--- src/rtl/shas_pkg.sv ---
// ----------------------------------------------------------------------------
// shas_pkg
// Shared types and codes for the shared-array multi-stack.
// ----------------------------------------------------------------------------
`default_nettype none

package shas_pkg;

    // Field widths fixed by the beat format
    localparam int VALUE_W  = 32;
    localparam int SEL_W    = 2;
    localparam int STATUS_W = 2;

    // Operation codes
    localparam logic MODE_PUSH = 1'b0;
    localparam logic MODE_POP  = 1'b1;

    // Result status codes
    localparam logic [STATUS_W-1:0] STATUS_OK        = 2'd0;
    localparam logic [STATUS_W-1:0] STATUS_OVERFLOW  = 2'd1;
    localparam logic [STATUS_W-1:0] STATUS_UNDERFLOW = 2'd2;

    // Data word returned by a pop of an empty stack
    localparam logic [VALUE_W-1:0] DATA_UNDERFLOW = 32'h7FFF_FFFF;

    // Sequencer states
    typedef enum logic {
        ST_IDLE,
        ST_EXEC
    } t_state;

    // Command group from the sequencer to the entry store
    typedef struct packed {
        logic rd_en;
        logic link_we;
        logic data_we;
    } t_store_cmd;

endpackage

`default_nettype wire

--- src/rtl/shas_heads.sv ---
// ----------------------------------------------------------------------------
// shas_heads
// Per-stack head pointers and the free-list head, held in flip-flops.
// ----------------------------------------------------------------------------
`default_nettype none

module shas_heads #(
    parameter int NUM_ENTRIES = 128,
    parameter int NUM_STACKS  = 3
) (
    input  wire                               i_clk,
    input  wire                               i_rst_n,
    input  wire [shas_pkg::SEL_W-1:0]         i_rd_sel,
    input  wire                               i_wr_en,
    input  wire [shas_pkg::SEL_W-1:0]         i_wr_sel,
    input  wire [$clog2(NUM_ENTRIES):0]       i_wr_stack_head,
    input  wire [$clog2(NUM_ENTRIES):0]       i_wr_free_head,
    output logic [$clog2(NUM_ENTRIES):0]      o_rd_head,
    output logic [$clog2(NUM_ENTRIES):0]      o_free_head
);

    localparam int AW = $clog2(NUM_ENTRIES);
    localparam int LW = AW + 1;
    localparam logic [LW-1:0] LINK_NULL = {1'b1, {AW{1'b0}}};

    logic [LW-1:0] r_stack_head [NUM_STACKS];
    logic [LW-1:0] r_free_head;

    // Head registers: all stacks empty, free list starts at entry 0
    always_ff @(posedge i_clk) begin
        if (!i_rst_n) begin
            for (int i = 0; i < NUM_STACKS; i++) begin
                r_stack_head[i] <= LINK_NULL;
            end
            r_free_head <= '0;
        end else if (i_wr_en) begin
            for (int i = 0; i < NUM_STACKS; i++) begin
                if (32'(i_wr_sel) == i) begin
                    r_stack_head[i] <= i_wr_stack_head;
                end
            end
            r_free_head <= i_wr_free_head;
        end
    end

    // Head of the selected stack; a stack beyond the set reads as empty
    always_comb begin
        o_rd_head = LINK_NULL;
        for (int i = 0; i < NUM_STACKS; i++) begin
            if (32'(i_rd_sel) == i) begin
                o_rd_head = r_stack_head[i];
            end
        end
    end

    assign o_free_head = r_free_head;

endmodule

`default_nettype wire

--- config.mk ---
export PLATFORM = sky130hd
export DESIGN_NAME = shas_heads
export DESIGN_NICKNAME = d
export VERILOG_FILES = /design/src/rtl/shas_pkg.sv /design/src/rtl/shas_heads.sv
export SDC_FILE = /design/constraint.sdc
export NUM_CORES = 1
export LEC_CHECK = 0
export ABC_AREA = 1
export ABC_CLOCK_PERIOD_IN_PS = 2400
export BUFFER_PORTS_ARGS = -buffer_cell sky130_fd_sc_hd__buf_2
export CAP_MARGIN = 25
export CORE_AREA = 2 2 55 70
export CTS_CLUSTER_SIZE = 24
export DETAILED_ROUTE_END_ITERATION = 7
export DIE_AREA = 0 0 57 72
export PLACE_DENSITY_LB_ADDON = 0.15
export RECOVER_POWER = 50
export SLEW_MARGIN = 20
export SYNTH_ARGS = -nofsm -noshare
export SYNTH_HDL_FRONTEND = slang
export SYNTH_SLANG_ARGS = --single-unit
--- constraint.sdc ---
create_clock -name i_clk -period 2.4 [get_ports i_clk]
set_input_delay 0.36 -clock i_clk [delete_from_list [all_inputs] [get_ports i_clk]]
set_output_delay 0.36 -clock i_clk [all_outputs]
set_load 0.05 [all_outputs]
; Yosys cells after proc, flatten, opt, wreduce, memory -nomap -nowiden
; Memory sizes are Yosys's and may differ from the RTL's.
; Index checks and enable logic that the tools add are counted.
[word_totals]
ff_bits = 8
ramBits = 24
inputBits = 23
wordCells = 30
memories = 1
[op_classes]
n_eq_ne = 4
mux = 19
n_bitwise = 3
reduce_logical = 2
[memory_table]
columns = memory, words, width, rd, rd_ports_with_merged_regs, write_ports, line
row1 = r_stack_head, 3, 8, 3, 0, 3, shas_heads.sv:26  ; logic [LW-1:0] r_stack_head [NUM_STACKS];
[op_table]
columns = operator, count
row1 = $mux 8, 6
row2 = $mux 1, 13
row3 = $eq 2x1->1 const B, 2
row4 = $eq 2x2->1 const B, 2
row5 = $logic_not 2->1, 2
row6 = $or 1x1->1, 3

; Depth between registers and ports, before layout
[depth]
ltp_word = 6
depth_mapped = 4
depth_no_buf = 4

; Worst setup path after synthesis
; No wires, ideal clock.
[synth_path]
path_type = input -> output
startpoint = in i_rd_sel[0] in the netlist's numbering
endpoint = out o_rd_head[7]
arrival_time_ns = 1.077
required_ns = 2.040
path_slack_ns = 0.963
stages = 4
cell_sequence = buf_6 -> nor2_4 -> nand2_1 -> nand3_1
[synth_via]
elab_chain_len = 4
[synth_lines]
columns = item, line
row1 = from (decl), shas_heads.sv:13  ; input wire [shas_pkg::SEL_W-1:0] i_rd_sel,
row2 = $logic_not 2->1, shas_heads.sv:50  ; if (32'(i_rd_sel) == i) begin
row3 = $mux 8 (2 in a row), shas_heads.sv:50
row4 = $mux 8 *, shas_heads.sv:50
row5 = to (decl), shas_heads.sv:18  ; output logic [$clog2(NUM_ENTRIES):0] o_rd_head,
; Every way passes the cells marked *; elsewhere a longest branch is shown, timed or not.

; Worst setup path in the final report
[layout_path]
startpoint = in i_rd_sel[1] in the netlist's numbering
endpoint = out o_rd_head[3]
; Same word-level chain as after synthesis.

==> reports/metrics.csv <==
stage,metric,value,unit
yosys,ys_seq_area_share,66.9,%
final_layout,final_nets,188,
route,wl_met3,185,µm
worst_setup_path,r2r_slack,1.78,ns
worst_setup_path,worst-path-buf-inv,2,
power,ir_drop,0.711,mV
place,place_inst,197,
worst_setup_path,rr_worst_depth,2,
route,drtIter0Drc,19,
global_route,grt_pass1_wl,4460,µm
place,hpwl,1830,µm
route,route.met2.wl,1280,µm
route,top_layer_used,met4,
final_layout,diodes,0,
clocking,cts_sinks,32,
timing,fmax,0.627,GHz
final_layout,area_growth,24.1,%
route,post-route-drc-count,0,
final_layout,fin_cells,205,
die,die_h,72,µm
yosys,synth_compound_area_share,5.04,%
clocking,cts_resized,0,
clocking,postCtsSetupRepairBufs,0,
place,placed_area,1520,µm²
worst_setup_path,arrival,1.23,ns
clocking,cts_root_buf,clkbuf_8,
yosys,yosys_warnings,0,
yosys,synthCells,124,
route,via_per_inst,4.86,
die,die_w,57,µm
worst_setup_path,cp.depth,5,
die,start_util,38.5,%
final_layout,drive_gt1_share,28.9,%
timing,hold_viol,0,
clocking,cts_max_path_buffers,2,
clocking,cts_hold_buf,0,
route,dr_total_vias,996,
yosys,synth_top_family_by_area,simple AND/OR/NAND/NOR gates,
worst_setup_path,worst_path_most_repeated_cell,buf_2,
min_path,min_path_type,in2reg,
worst_setup_path,start_kind,primary input,
timing,finalSetupTns,0,ns
yosys,netlist_area,1320,µm²
final_layout,num-fill-cells,334,
yosys,muxShareOfSynthArea,0,%
route,ant_nets,0,
timing,fin_crit_sh,66.4,%
die,rows,24,
timing,rsz0062_at_grt,false,
clocking,htreeDepth,2,
worst_setup_path,worstSetupPathType,in2out,
worst_setup_path,slowest_delay,0.27,ns
outcome,status,finished clean,
timing,finalMaxSlewViolations,0,
worst_setup_path,cp_max_fo,11,
final_layout,stdcell_area,1630,µm²
timing,setup_viol,0,
die,core,3420,µm²
route,wl_met1,1060,µm
timing,tightest_slew,1.00,ns
route,routed_wl,2590,µm
global_route,antenna_found_initial,0,
worst_setup_path,path_cells,buf_2 > nor2_4 > nand2_1 > nand3_1 > buf_2,
timing,fin_skew,0,ns
global_route,grt_overflow_total,0,
power,leakagePower,0.000740,µW
place,port_buffers,38,
place,gp_congestion,0.712,
timing,whs,0.299,ns
min_path,min_path_cells,3,
route,dr.pass1.iters,4,
die,die_area,4100,µm²
timing,finalCriticalPeriod,1.59,ns
timing,slew_headroom,32.3,%
global_route,grt_max_degree,14,
worst_setup_path,critical_path.top_delay_family,buffers and inverters,
yosys,synth.avg_cell_area,10.6,µm²
route,detail_route.wl_per_cell,12.6,µm
global_route,grt_use_total,14.6,%
die,boundaryPins,39,
clocking,clk_pin_slew_worst_paths,0.06,ns
run,maxCapViolations,0,
yosys,mappedNetlistNets,147,
clocking,cts_buffers,5,
clocking,cts_tree,done,
clocking,clock_latency,0.28,ns
worst_setup_path,worstSetupEndpointType,output port,
yosys,synth_fa_ha_area_share,0,%
worst_setup_path,crit_required,2.04,ns
worst_setup_path,slowest_stage,buf_2,
yosys,synth_xor_area_share,0,%
power,p_total,1410,µW
power,power_density,861,nW/µm²
yosys,synth-seq-cells,32,
yosys,yosysUniqueCellTypes,16,
yosys,synth-simple-area-share,21.0,%
global_route,grt_pass1_vias,1004,
==> final timing paths <==
kind	from	end
max	i_rd_sel[1]	o_rd_head[3]
min	i_wr_free_head[7]	o_free_head[7]
max reg2reg	o_free_head[4]	o_free_head[4]
min reg2reg	o_free_head[7]	o_free_head[7]
==> worst min-delay path: stages <==
cell    delay, ns
buf_2        0.08
nor2_1       0.03
nor2_1       0.08
==> per-stage QoR <==
step,setup slack [ns],utilization [%]
2_1_floorplan,0.963,-
3_3_place_gp,0.844,44.4
3_5_place_dp,0.801,44.4
4_1_cts,0.799,48.1
5_1_grt,0.726,47.7
6_report,0.806,47.7
==> synth_stat cells <==
master,instances,area [µm²]
inv_2,1,3.75
clkinv_1,1,3.75
inv_1,11,41.3
buf_6,2,22.5
nand2_1,13,48.8
buf_2,1,5.00
nor2_4,1,11.3
nand3_1,26,130
nor2_1,23,86.3
o21ai_4,1,16.3
inv_6,1,8.76
a21oi_1,1,5.00
dfxtp_1,8,160
buf_4,1,7.51
edfxtp_1,24,721
o21ai_0,9,45.0
==> where the power goes <==
group          internal [µW]  leakage [µW]  switching [µW]
combinational           47.7      0.000373             150
clock                    366     0.0000645             188
sequential               643      0.000303            13.3
==> cells by family after synthesis <==
family | after synthesis
compound gates | 11
flops | 32
simple gates | 63
buf+inv | 18
==> registers in the layout (all words and copies together), names as in the netlist <==
register / count
o_free_head: 8
r_stack_head: 24
==> per-layer routing <==
metal | GRT usage (%) | vias up
li1 | - | 498
met1 | 16.1 | 456
met2 | 23.8 | 35
met3 | 5.70 | 7
met4 | 8.53 | 0
met5 | 0 | -
==> cell usage in the layout, fill, tap and decap left out <==
cell       Yosys  routed
buf_2          1      37
nand3_1       26      26
edfxtp_1      24      24
nor2_1        23      23
nand2_1       13      13
inv_1         11      11
o21ai_0        9      10
dfxtp_1        8       8
clkbuf_8       0       7
nor2_4         1       1
inv_2          1       1
inv_6          1       1
clkinv_1       1       1
a21oi_1        1       1
bufinv_16      0       1
clkbuf_1       0       1
==> area by class of cell <==
class	count	area (µm²)	area share, %
sequential	32	881	53.9
inverter	14	57.6	3.52
clock inverter	1	30.0	1.84
multi-input combinational	74	332	20.3
timing repair buffer	38	189	11.6
tap	39	48.8	2.99
clock buffer	7	96.3	5.90
Power figures use the tool's default switching activity.
